===== src/rtl/pkrl_pkg.sv =====
// ----------------------------------------------------------------------------
// pkrl_pkg
// shared types and constants of the per-key interval rate limiter
// ----------------------------------------------------------------------------
package pkrl_pkg;

    localparam int BUCKET_BITS = 6;
    localparam int WAYS        = 4;
    localparam int KEY_BITS    = 22;

    localparam int NBUCKETS  = 1 << BUCKET_BITS;
    localparam int KEY_W     = 22;
    localparam int TIME_W    = 48;
    localparam int RAND_W    = 32;
    localparam int CFG_W     = 20;
    localparam int CFG_IDX_W = 2;
    localparam int DIV_STEPS = RAND_W;
    localparam int DIV_CNT_W = $clog2(DIV_STEPS + 1);

    localparam logic [KEY_W-1:0] KEY_MASK = (KEY_BITS >= KEY_W) ? {KEY_W{1'b1}} :
        KEY_W'((64'd1 << KEY_BITS) - 64'd1);

    // commands
    localparam logic CMD_CHECK   = 1'b0;
    localparam logic CMD_RELEASE = 1'b1;

    // register indexes
    localparam logic [CFG_IDX_W-1:0] REG_ENABLE       = 2'd0;
    localparam logic [CFG_IDX_W-1:0] REG_MIN_INTERVAL = 2'd1;
    localparam logic [CFG_IDX_W-1:0] REG_JITTER_SPAN  = 2'd2;

    // register reset values
    localparam logic             RST_ENABLE       = 1'b1;
    localparam logic [CFG_W-1:0] RST_MIN_INTERVAL = CFG_W'(30000);
    localparam logic [CFG_W-1:0] RST_JITTER_SPAN  = CFG_W'(10000);

    typedef logic [BUCKET_BITS-1:0] bucket_t;
    typedef logic [WAYS-1:0]        way_vec_t;

    typedef struct packed {
        logic              command;
        logic [KEY_W-1:0]  caller_key;
        logic [TIME_W-1:0] now_ms;
        logic [RAND_W-1:0] random_word;
    } pkrl_req_t;

    typedef struct packed {
        logic allowed;
        logic not_recorded;
    } pkrl_rsp_t;

    typedef struct packed {
        logic [KEY_W-1:0]  key;
        logic [TIME_W-1:0] next_allowed;
    } way_t;

    typedef way_t [WAYS-1:0] row_t;

    // row write-back towards the table
    typedef struct packed {
        logic     en;
        bucket_t  addr;
        way_vec_t valid;
        row_t     row;
    } pkrl_wr_t;

endpackage


===== src/rtl/pkrl_mod.sv =====
// ----------------------------------------------------------------------------
// pkrl_mod
// bit-serial remainder unit, one quotient bit per cycle
// ----------------------------------------------------------------------------
module pkrl_mod (
    input  logic                       clk,
    input  logic                       rst_n,
    input  logic                       start,
    input  logic [pkrl_pkg::RAND_W-1:0] dividend,
    input  logic [pkrl_pkg::CFG_W-1:0]  divisor,
    output logic                       busy,
    output logic [pkrl_pkg::CFG_W-1:0]  remainder
);
    import pkrl_pkg::*;

    logic [DIV_CNT_W-1:0] cnt_reg;
    logic [RAND_W-1:0]    dvd_reg;
    logic [CFG_W-1:0]     dsr_reg;
    logic [CFG_W-1:0]     rem_reg;
    logic [CFG_W:0]       shifted;
    logic [CFG_W:0]       diff;

    // shift in the next dividend bit, subtract when it fits
    assign shifted = {rem_reg, dvd_reg[RAND_W-1]};
    assign diff    = shifted - {1'b0, dsr_reg};

    always_ff @(posedge clk or negedge rst_n)
    begin
        if (!rst_n)
        begin
            cnt_reg <= '0;
        end
        else if (start)
        begin
            cnt_reg <= DIV_CNT_W'(DIV_STEPS);
        end
        else if (cnt_reg != '0)
        begin
            cnt_reg <= cnt_reg - 1'b1;
        end
    end

    always_ff @(posedge clk)
    begin
        if (start)
        begin
            rem_reg <= '0;
            dvd_reg <= dividend;
            dsr_reg <= divisor;
        end
        else if (cnt_reg != '0)
        begin
            rem_reg <= (shifted >= {1'b0, dsr_reg}) ? diff[CFG_W-1:0] : shifted[CFG_W-1:0];
            dvd_reg <= {dvd_reg[RAND_W-2:0], 1'b0};
        end
    end

    assign busy      = (cnt_reg != '0);
    assign remainder = rem_reg;

endmodule


===== config.mk =====
export PLATFORM = sky130hd
export DESIGN_NAME = pkrl_mod
export DESIGN_NICKNAME = d
export VERILOG_FILES = /design/src/rtl/pkrl_pkg.sv /design/src/rtl/pkrl_mod.sv
export SDC_FILE = /design/constraint.sdc
export NUM_CORES = 1
export LEC_CHECK = 0
export ABC_AREA = 1
export BUFFER_PORTS_ARGS = -buffer_cell sky130_fd_sc_hd__buf_2
export CAP_MARGIN = 20
export CORE_MARGIN = 2
export CORE_UTILIZATION = 62
export CTS_CLUSTER_DIAMETER = 80
export CTS_CLUSTER_SIZE = 30
export DETAILED_ROUTE_END_ITERATION = 10
export PLACE_DENSITY = 0.89
export SYNTH_ARGS = -nofsm -noshare
export SYNTH_HDL_FRONTEND = slang
export SYNTH_SLANG_ARGS = --single-unit

===== constraint.sdc =====
create_clock -name clk -period 4.6 [get_ports clk]
set_clock_uncertainty 0.15 [all_clocks]
set_input_delay 0.23 -clock clk [delete_from_list [all_inputs] [get_ports clk]]
set_output_delay 0.23 -clock clk [all_outputs]
set_load 0.01 [all_outputs]

==> results.md, run 1 <==
- Outcome: complete, no violations
- Die Span Y: 91.3 µm
- Peak-usage layer in the global routing report: met2
- Share of power burned in combinational logic: 52.4%
- Gpl congestion: 0.976
- DR pass1 iterations: 6
- Element type at the critical path end: flip-flop
- Power Total: 3260 µW
- Transition time at the pin with the least slew margin: 0.871 ns
- Switching Fraction: 44.5%
- Post-synthesis instance area: 4730 µm²
- Data required, critical path: 4.51 ns
- Clk Tree Root Cell: sky130_fd_sc_hd__clkbuf_8
- Die footprint: 8340 µm²
- Number of buffers created by CTS: 9
- Final-layout fill cell count: 532
- Launch point of the critical path: cnt_reg[0]
- Floorplan core area: 7330 µm²
- Commonest non-fill, non-tap cell in the layout: sky130_fd_sc_hd__nand2_1
- Category of the worst setup path launch point: flip-flop
- PwrDens: 569 nW/µm²
- Worst slew margin: 41.6%
- Peak ir drop on the vdd network: 0.297 mV
- Maximum clock rate: 377 MHz
- Worst reg2reg setup slack: 1.95 ns
- Max-slew violation count: 0
- Chip width: 91.3 µm
- Library cell contributing the largest single delay on the critical path: sky130_fd_sc_hd__nor2_2
- Top delay family on crit path: simple AND/OR/NAND/NOR gates
- Cell leakage power: 0.00302 µW
- Pin count of the biggest net entering global routing: 40
- Layout cells sized above 1: 16.3%
- Overall fraction of global-route tracks in use: 30.2%
- Wire length of the first global-routing pass: 20000 µm
- # Max-Cap Violations: 0
- Final critical path time including I/O delays and setup: 2.65 ns
- Htree depth: 3
- Most used cell, CP: sky130_fd_sc_hd__inv_1
- DRC: 0
- Number of synthesized register bits: 78
- Total number of vias: 4391
- Total setup violations reported at the end of the flow: 0
- Global-route track usage on met3: 5.89%
- Boundary Pins: 76
- Startpoint of the worst hold path: dividend[5]
- Number of synthesis warnings: 0
- End point of the worst hold path: dvd_reg[5]
- Diode count: 0
- Distinct cell type count after synthesis: 37
- Sw Pwr: 1450 µW
- Via count of the first global-routing pass: 4486
- Net Count, Synth: 697
- R2R cell count: 8
- Crit Path Class: reg -> reg
- Cell Int Power: 1810 µW
- TNS Setup: 0 ns
- Unrepaired setup endpoints after global routing: no
- Synth-to-Final Area Change: 21.0%
- Count of clock tree sinks: 78
- Detailed Place HPWL: 7640 µm
- Period utilization: 57.6%
- Number of cells traversed by the worst hold path: 3
- Std-Cell Rows: 31
- Gates resized, CTS repair: 0
- Remaining Overflow, GRT: 0
- Detailed-route vias per instance: 5.25
- Most used cells in the layout excluding fill and tap cells: sky130_fd_sc_hd__nand2_1 (258), sky130_fd_sc_hd__inv_1 (90), sky130_fd_sc_hd__buf_2 (75)
- Number of hold violations in the final report: 0
- Sequential share of power: 32.7%
- Remaining antenna violation count after routing: 0
- CTS tree: done
- Post-Route WL: 11900 µm
- Number of buffers on the longest clock path: 2
- Crit path DAT: 2.56 ns
- Met1 track utilization from global routing: 34.7%
- Clock edge transition at the registers on the reported setup and hold paths: 0.09 ns
- Clock network power share: 14.9%
- Number of nets in the final layout: 810
- Hold Crit Class: in -> reg
- Insertion delay to the later sink of the worst-skew pair: 0.36 ns
- Number of buffer and inverter instances along the worst setup path: 4
- Flip-flop count of the largest register, all copies and words added: 32
- Routed wire per std cell: 14.2 µm
- Stage delay of the slowest cell on the critical path: 0.63 ns
- IO Port Bufs: 75
- Highest net fanout along the worst path: 39
- Post-CTS Hold Buffers: 40
- Starting density of the core: 64.5%
- Endpoint of the worst-slack reg-to-reg timing path: dvd_reg[9]
- Synthesized area per cell: 7.62 µm²
- Number of setup buffers added after CTS: 0
- Antenna violations before repair: 0
- Seq/Total Area, Yosys: 44.7%
- List of cells traversed by the critical path: inv_1 -> ha_1 -> nand3_1 -> nor2_1 -> inv_1 -> nor2_2 -> inv_1 -> buf_4
- Met2 track demand over resource: 55.4%
- Count of mapped cells out of synthesis: 620
- R2R Path Start: cnt_reg[0]
- First DRT Iteration DRCs: 281
==> routing by layer <==
| layer | up-vias | share of wire [%] |
|---|---|---|
| li1 | 2172 | - |
| met1 | 2016 | 39 |
| met2 | 181 | 52 |
| met3 | 22 | 6.5 |
| met4 | 0 | 1.9 |
| met5 | - | 0 |
==> area by class of cell <==
class	count	area [µm²]	area share, %
Clock buffer	10	138	2.41
Clock inverter	6	42.5	0.744
Inverter	97	364	6.37
Multi-Input combinational cell	429	2130	37.3
Sequential cell	78	2110	36.9
Tap cell	99	124	2.17
Timing Repair Buffer	118	802	14.0
==> cell families after synthesis <==
kind of cell / Yosys count / synth area share, %
simple gates: 369 / 34.2
buf+inv: 113 / 10.1
flops: 78 / 44.7
compound gates: 29 / 3.31
fa+ha+maj: 22 / 5.98
xor+xnor: 9 / 1.67
==> worst min-delay path, stage by stage <==
cell                      delay (ns)
sky130_fd_sc_hd__buf_2          0.08
sky130_fd_sc_hd__nand2_1        0.05
sky130_fd_sc_hd__nand2_1        0.06
==> per-stage QoR <==
step / setup slack (ns) / instance area [µm²] / hold slack (ns) / std cells / util (%)
2_1_floorplan: 2.32 / 4730 / -0.216 / 620 / -
3_3_place_gp: 1.82 / 5120 / -0.0917 / 780 / 69.9
3_5_place_dp: 1.74 / 5120 / -0.0887 / 780 / 69.9
4_1_cts: 1.74 / 5710 / 0.000415 / 836 / 77.8
5_1_grt: 1.76 / 5720 / 0.0134 / 837 / 78.0
6_report: 1.95 / 5720 / 0.0102 / 837 / 78.0
==> worst max path at each step <==
stage | slack (ns) | cells past startpoint | end
after CTS | 1.74 | 13 | remainder[8]
after detailed placement | 1.74 | 8 | remainder[16]
after global placement | 1.82 | 8 | remainder[17]
final | 1.95 | 8 | dvd_reg[9]
after global routing | 1.76 | 8 | dvd_reg[13]
after floorplan | 2.32 | 7 | dvd_reg[0]
==> power groups by stage <==
stage | Clock [µW] | Combinational, µW | Sequential, µW
3_5_place_dp | 0 | 1620 | 1070
6_report | 484 | 1710 | 1070
5_1_grt | 518 | 1920 | 1090
2_1_floorplan | 0 | 1260 | 1090
4_1_cts | 482 | 1660 | 1060
3_3_place_gp | 0 | 1570 | 1060
==> cell usage after synthesis <==
master                     count  area [µm²]
sky130_fd_sc_hd__nand2_2       7        43.8
sky130_fd_sc_hd__buf_6         4        45.0
sky130_fd_sc_hd__clkbuf_8      1        13.8
sky130_fd_sc_hd__ha_1         21         263
sky130_fd_sc_hd__nor3_1        4        20.0
sky130_fd_sc_hd__dfrtp_1       6         150
sky130_fd_sc_hd__a31oi_1       1        6.26
sky130_fd_sc_hd__clkinv_1      5        18.8
sky130_fd_sc_hd__nor2_2        5        31.3
sky130_fd_sc_hd__fa_1          1        20.0
sky130_fd_sc_hd__o21ai_1       6        30.0
sky130_fd_sc_hd__nor3_2        1        10.0
sky130_fd_sc_hd__nor2_1       22        82.6
sky130_fd_sc_hd__o21ai_0       5        25.0
sky130_fd_sc_hd__xnor2_1       8        70.1
sky130_fd_sc_hd__clkbuf_1      7        26.3
sky130_fd_sc_hd__dfxtp_1      20         400
sky130_fd_sc_hd__inv_1        90         338
sky130_fd_sc_hd__nand3_2       6        60.1
sky130_fd_sc_hd__buf_8         1        15.0
sky130_fd_sc_hd__a21oi_2       1        8.76
sky130_fd_sc_hd__edfxtp_1     52        1560
sky130_fd_sc_hd__a21oi_1      13        65.1
sky130_fd_sc_hd__nand2_4       2        22.5
sky130_fd_sc_hd__nand2_1     258         968
sky130_fd_sc_hd__nor3_4        1        16.3
sky130_fd_sc_hd__a211oi_1      1        7.51
sky130_fd_sc_hd__nand3_1      41         205
sky130_fd_sc_hd__or2_2         2        12.5
sky130_fd_sc_hd__and2_1        1        6.26
sky130_fd_sc_hd__inv_2         2        7.51
sky130_fd_sc_hd__nand4_1       4        25.0
sky130_fd_sc_hd__buf_2         3        15.0
sky130_fd_sc_hd__o22ai_1       1        6.26
sky130_fd_sc_hd__xor2_1        1        8.76
sky130_fd_sc_hd__o21a_1        1        7.51
sky130_fd_sc_hd__nand3b_1     15         113
Power figures use the tool's default switching activity.
==> run 2: changes to the inputs <==
Settings changed: CORE_UTILIZATION 62 to 52, PLACE_DENSITY 0.89 to 0.8.
Clock period 4.6 ns to 2.35 ns, I/O delays scaled along.
==> run 2 against run 1 <==
Maximum frequency is 19% higher. Clock power is 120% higher. Combinational power is 120% higher. Via count is 0.46% higher. Setup slack worse by 1.8 ns. Largest cell class unchanged. Largest power group unchanged. Highest routed layer unchanged.
==> results.md, run 2 (synthesis gave the netlist of run 1 again) <==
- Htree depth: 3
- Antenna violations before repair: 0
- Number of buffer and inverter instances along the worst setup path: 3
- Transition time at the pin with the least slew margin: 0.741 ns
- Wire length of the first global-routing pass: 19700 µm
- Number of cells traversed by the worst hold path: 4
- Std-Cell Rows: 34
- Worst slew margin: 50.6%
- Max-slew violation count: 0
- Number of buffers on the longest clock path: 2
- Maximum clock rate: 448 MHz
- Pin count of the biggest net entering global routing: 39
- Total setup violations reported at the end of the flow: 0
- Endpoint of the worst-slack reg-to-reg timing path: remainder[0]
- Peak ir drop on the vdd network: 0.467 mV
- Destination of the critical timing path: remainder[0]
- Routed wire per std cell: 13.8 µm
- Clk Tree Root Cell: sky130_fd_sc_hd__clkbuf_8
- R2R Path Start: dsr_reg[13]
- Crit path setup slack, layout: 0.119 ns
- Launch point of the critical path: dsr_reg[13]
- Final non-filler cell total: 871
- DR pass1 iterations: 5
- Layout cells sized above 1: 18.5%
- Final critical path time including I/O delays and setup: 2.23 ns
- Gpl congestion: 0.978
- Top delay family on crit path: simple AND/OR/NAND/NOR gates
- Crit Path Class: reg -> reg
- Hold Crit Class: in -> reg
- Area taken by flip-flops and latches: 2110 µm²
- Most used cells in the layout excluding fill and tap cells: sky130_fd_sc_hd__nand2_1 (257), sky130_fd_sc_hd__inv_1 (90), sky130_fd_sc_hd__buf_2 (75)
- Post-Route WL: 12000 µm
- Diode count: 0
- Worst reg2reg setup slack: 0.12 ns
- Highest net fanout along the worst path: 10
- Count of clock tree sinks: 78
- Number of stages on the worst setup path: 12
- Via count of the first global-routing pass: 4411
- Flip-flop count of the largest register, all copies and words added: 32
- Count of placed standard cells including taps: 796
- CTS tree: done
- Crit path DAT: 2.38 ns
- Floorplan core area: 8760 µm²
- Number of hold violations in the final report: 0
- Insertion delay to the later sink of the worst-skew pair: 0.36 ns
- Category of the worst setup path launch point: flip-flop
- Total number of vias: 4411
- Library cell contributing the largest single delay on the critical path: sky130_fd_sc_hd__ha_1
- Commonest non-fill, non-tap cell in the layout: sky130_fd_sc_hd__nand2_1
- Starting density of the core: 53.9%
- Worst slack after detailed placement: 0.136 ns
- Boundary Pins: 76
- Overall fraction of global-route tracks in use: 24.8%
- DRC: 0
- First DRT Iteration DRCs: 207
- Clock edge transition at the registers on the reported setup and hold paths: 0.09 ns
- R2R cell count: 12
- Stage delay of the slowest cell on the critical path: 0.39 ns
- Die footprint: 9870 µm²
- Remaining antenna violation count after routing: 0
- Outcome: complete, no violations
- Synth-to-Final Area Change: 29.1%
- Detailed Place HPWL: 7960 µm
- List of cells traversed by the critical path: inv_1 -> ha_1 -> nand4_1 -> nor2_2 -> nand2_1 -> nor2_2 -> nor2_4 -> buf_4 -> clkbuf_16 -> nand3_1 -> nand3_1 -> o21ai_1
- Multi-input logic area: 2220 µm²
- Number of buffers created by CTS: 9
- IO Port Bufs: 75
- Unrepaired setup endpoints after global routing: yes
- Detailed-route vias per instance: 5.06
- Data required, critical path: 2.50 ns
- # Max-Cap Violations: 0
- Final-layout fill cell count: 726
- Cell leakage power: 0.00316 µW
- Element type at the critical path end: flip-flop
- Chip width: 99.3 µm
- Remaining Overflow, GRT: 0
- Number of nets in the final layout: 835
- Period utilization: 94.9%
- Die Span Y: 99.3 µm
- PwrDens: 1130 nW/µm²
==> run 2: cell count changes in the layout (fill, tap and decap cells not counted), moves of 2 or more <==
cell / change
sky130_fd_sc_hd__buf_4: +9
sky130_fd_sc_hd__ha_4: +4
sky130_fd_sc_hd__clkbuf_16: +2
sky130_fd_sc_hd__ha_1: -5
sky130_fd_sc_hd__dlygate4sd3_1: +14
==> run 2: cell type report <==
class,instances,area share (%)
multi-input cells,429,36.3
clock inverters,6,1.13
inverters,97,5.97
flip-flops and latches,78,34.6
repair buffers,143,17.5
well taps,108,2.21
clock buffers,10,2.26
==> run 2: worst min-delay path by stage <==
stage	from	to	slack (ns)
after floorplan	rst_n	cnt_reg[0]	-0.33
after CTS	start	cnt_reg[4]	0.10
after global routing	start	cnt_reg[4]	0.13
after global placement	rst_n	cnt_reg[2]	-0.21
final	start	cnt_reg[4]	0.11
after detailed placement	rst_n	cnt_reg[2]	-0.20
==> run 2: metal layers <==
metal	track usage [%]	wire, µm
met3	4.36	681
met4	8.64	326
met2	44.2	5870
met1	30.3	5170
met5	0	0
==> run 2: timing repair <==
item	CTS	global route
endpoints found under the setup margin	0	20
hold buffers	54	0
hold endpoints to repair	58	0
gates resized for setup	0	13
setup buffers	0	3
==> run 2: power breakdown <==
part           internal [µW]  switching, µW  total (µW)
clock network            528            543        1070
registers               1850            246        2100
logic                   1560           2160        3720
total                   3940           2950        6880
==> run 2: worst reg2reg max path, stage by stage, from the launching register on <==
cell and delay, ns:
sky130_fd_sc_hd__edfxtp_1 0.33, sky130_fd_sc_hd__inv_1 0.05, sky130_fd_sc_hd__ha_1 0.39, sky130_fd_sc_hd__nand4_1 0.19, sky130_fd_sc_hd__nor2_2 0.14, sky130_fd_sc_hd__nand2_1 0.10, sky130_fd_sc_hd__nor2_2 0.17, sky130_fd_sc_hd__nor2_4 0.07
sky130_fd_sc_hd__buf_4 0.15, sky130_fd_sc_hd__clkbuf_16 0.17, sky130_fd_sc_hd__nand3_1 0.08, sky130_fd_sc_hd__nand3_1 0.08, sky130_fd_sc_hd__o21ai_1 0.10
==> run 2: through the flow <==
step / utilization [%] / total power, µW / TNS, ns / hold slack [ns] / instance area [µm²]
floorplan: - / 4590 / 0 / -0.328 / 4730
global placement: 59.4 / 5300 / 0 / -0.207 / 5200
detailed placement: 59.4 / 5370 / 0 / -0.197 / 5200
CTS: 67.9 / 6500 / 0 / 0.101 / 5950
global route: 69.6 / 7430 / -0.0749 / 0.133 / 6100
finish: 69.6 / 6880 / 0 / 0.107 / 6100
==> run 3: changes to the inputs <==
Settings changed: REMOVE_ABC_BUFFERS set to 1.
==> run 3 against run 2 <==
Total power down 4.3%. Hold slack worse by 0.034 ns. Maximum frequency up 0.49%. Critical path type unchanged.
==> results.md, run 3 (synthesis gave the netlist of run 1 again) <==
- Outcome: complete, no violations
- Maximum clock rate: 450 MHz
- DRC: 0
- R2R cell count: 13
- Starting density of the core: 53.9%
- Element type at the critical path end: flip-flop
- Clk Tree Root Cell: sky130_fd_sc_hd__clkbuf_8
- Post-Route WL: 11800 µm
- PwrDens: 1100 nW/µm²
- Max-slew violation count: 0
- Detailed Place HPWL: 7790 µm
- Detailed-route vias per instance: 5.05
- Die Span Y: 99.3 µm
- # Max-Cap Violations: 0
- DR pass1 iterations: 5
- Number of hold violations in the final report: 0
- Count of clock tree sinks: 78
- TNS Setup: 0 ns
- Gpl congestion: 0.950
- Number of nets in the final layout: 829
- First DRT Iteration DRCs: 251
- Met3 layer wire length in the routed design: 602 µm
- Cell leakage power: 0.00312 µW
- Remaining antenna violation count after routing: 0
- Data required, critical path: 2.44 ns
- Wire length of the first global-routing pass: 20000 µm
- Total setup violations reported at the end of the flow: 0
- Most used cells in the layout excluding fill and tap cells: sky130_fd_sc_hd__nand2_1 (258), sky130_fd_sc_hd__inv_1 (90), sky130_fd_sc_hd__buf_2 (75)
- Diode count: 0
- Final critical path time including I/O delays and setup: 2.22 ns
- IO Port Bufs: 75
- Routed length on met1: 5010 µm
- Category of the worst setup path launch point: flip-flop
- Transition time at the pin with the least slew margin: 0.720 ns
- Boundary Pins: 76
- Total number of vias: 4372
- Worst slew margin: 52.0%
- Chip width: 99.3 µm
- Highest net fanout along the worst path: 13
- Via count of the first global-routing pass: 4434
- Sum of met2 wire segment lengths after detailed routing: 5990 µm
- Crit path DAT: 2.31 ns
- Crit Path Class: reg -> reg
- Antenna violations before repair: 0
- Clock edge transition at the registers on the reported setup and hold paths: 0.09 ns
- Layout cells sized above 1: 17.0%
- Std-Cell Rows: 34
- Peak ir drop on the vdd network: 0.405 mV
- Die footprint: 9870 µm²
- Floorplan core area: 8760 µm²
- Number of setup buffers added after CTS: 0
- Hold Crit Class: in -> reg
- Number of cells traversed by the worst hold path: 1
- Remaining Overflow, GRT: 0
- Unrepaired setup endpoints after global routing: yes
- Period utilization: 94.5%
- Insertion delay to the later sink of the worst-skew pair: 0.36 ns
- Synth-to-Final Area Change: 26.7%
- Htree depth: 3
- Number of buffers on the longest clock path: 2
- Number of buffers created by CTS: 9
- Routed wire per std cell: 13.6 µm
- Commonest non-fill, non-tap cell in the layout: sky130_fd_sc_hd__nand2_1
- Power Total: 6580 µW
- Top layer reached by signal wires: met4
- Overall fraction of global-route tracks in use: 25.1%
- Pin count of the biggest net entering global routing: 43
- CTS tree: done
- Flip-flop count of the largest register, all copies and words added: 32
-- run 3: changes by cell type in the layout (fill, tap and decap cells not counted), moves of 2 or more --
cell / change
sky130_fd_sc_hd__ha_4: -3
sky130_fd_sc_hd__buf_4: -5
sky130_fd_sc_hd__clkbuf_16: -2
sky130_fd_sc_hd__ha_1: +4
-- run 3: final timing paths --
kind / startpoint / endpoint / slack, ns
setup reg to reg: dsr_reg[8] / remainder[3] / 0.13
max in group asynchronous: rst_n / cnt_reg[4] / 1.27
min in group asynchronous: rst_n / cnt_reg[3] / 0.54
hold / removal: start / dsr_reg[19] / 0.07
hold reg to reg: remainder[12] / remainder[12] / 0.34
setup / recovery: dsr_reg[8] / remainder[3] / 0.13
-- run 3: what timing repair did --
| action | 4_1_cts | 5_1_grt |
|---|---|---|
| hold buffers | 54 | 0 |
| resized for setup | 0 | 8 |
| endpoints found under the setup margin | 0 | 20 |
| hold endpoints to repair | 58 | 0 |
-- run 3: worst max-delay path: stages, from the launching register on --
cell and delay [ns]:
sky130_fd_sc_hd__edfxtp_1 0.35, sky130_fd_sc_hd__inv_1 0.05, sky130_fd_sc_hd__ha_1 0.35, sky130_fd_sc_hd__nand2_2 0.16, sky130_fd_sc_hd__inv_1 0.05, sky130_fd_sc_hd__nand2_1 0.06
sky130_fd_sc_hd__nand2_1 0.07, sky130_fd_sc_hd__a21oi_2 0.16, sky130_fd_sc_hd__nand2_2 0.12, sky130_fd_sc_hd__nand2_8 0.15, sky130_fd_sc_hd__buf_4 0.19, sky130_fd_sc_hd__nand3_1 0.08
sky130_fd_sc_hd__nand3_1 0.09, sky130_fd_sc_hd__o21ai_1 0.09
-- run 3: metal layers --
metal	GRT usage (%)	up-vias
met5	0	-
met4	8.32	0
met3	4.99	17
met2	44.4	133
met1	30.6	2010
li1	-	2212
-- run 3: area by class of cell --
cell class / instances / area (µm²)
multi-input combinational: 429 / 2180
inverter: 97 / 364
clock inverter: 7 / 81.3
sequential: 78 / 2110
tap: 108 / 135
fill: 694 / 2780
timing repair buffer: 137 / 992
clock buffer: 9 / 124
-- run 3: power by group --
group | switching [µW] | total (µW) | internal (µW)
logic | 2090 | 3430 | 1340
clock network | 565 | 1070 | 508
registers | 232 | 2080 | 1850
total | 2880 | 6580 | 3700
-- run 3: stage by stage --
stage | hold slack (ns) | instance area [µm²] | instances | utilization, % | setup WS [ns]
detailed placement | -0.200 | 5190 | 795 | 59.3 | 0.126
global route | 0.0799 | 5990 | 865 | 68.3 | -0.0138
floorplan | -0.328 | 4610 | 604 | - | -0.0966
finish | 0.0732 | 5990 | 865 | 68.3 | 0.130
global placement | -0.204 | 5190 | 795 | 59.3 | 0.196
CTS | 0.0725 | 5940 | 865 | 67.8 | 0.113
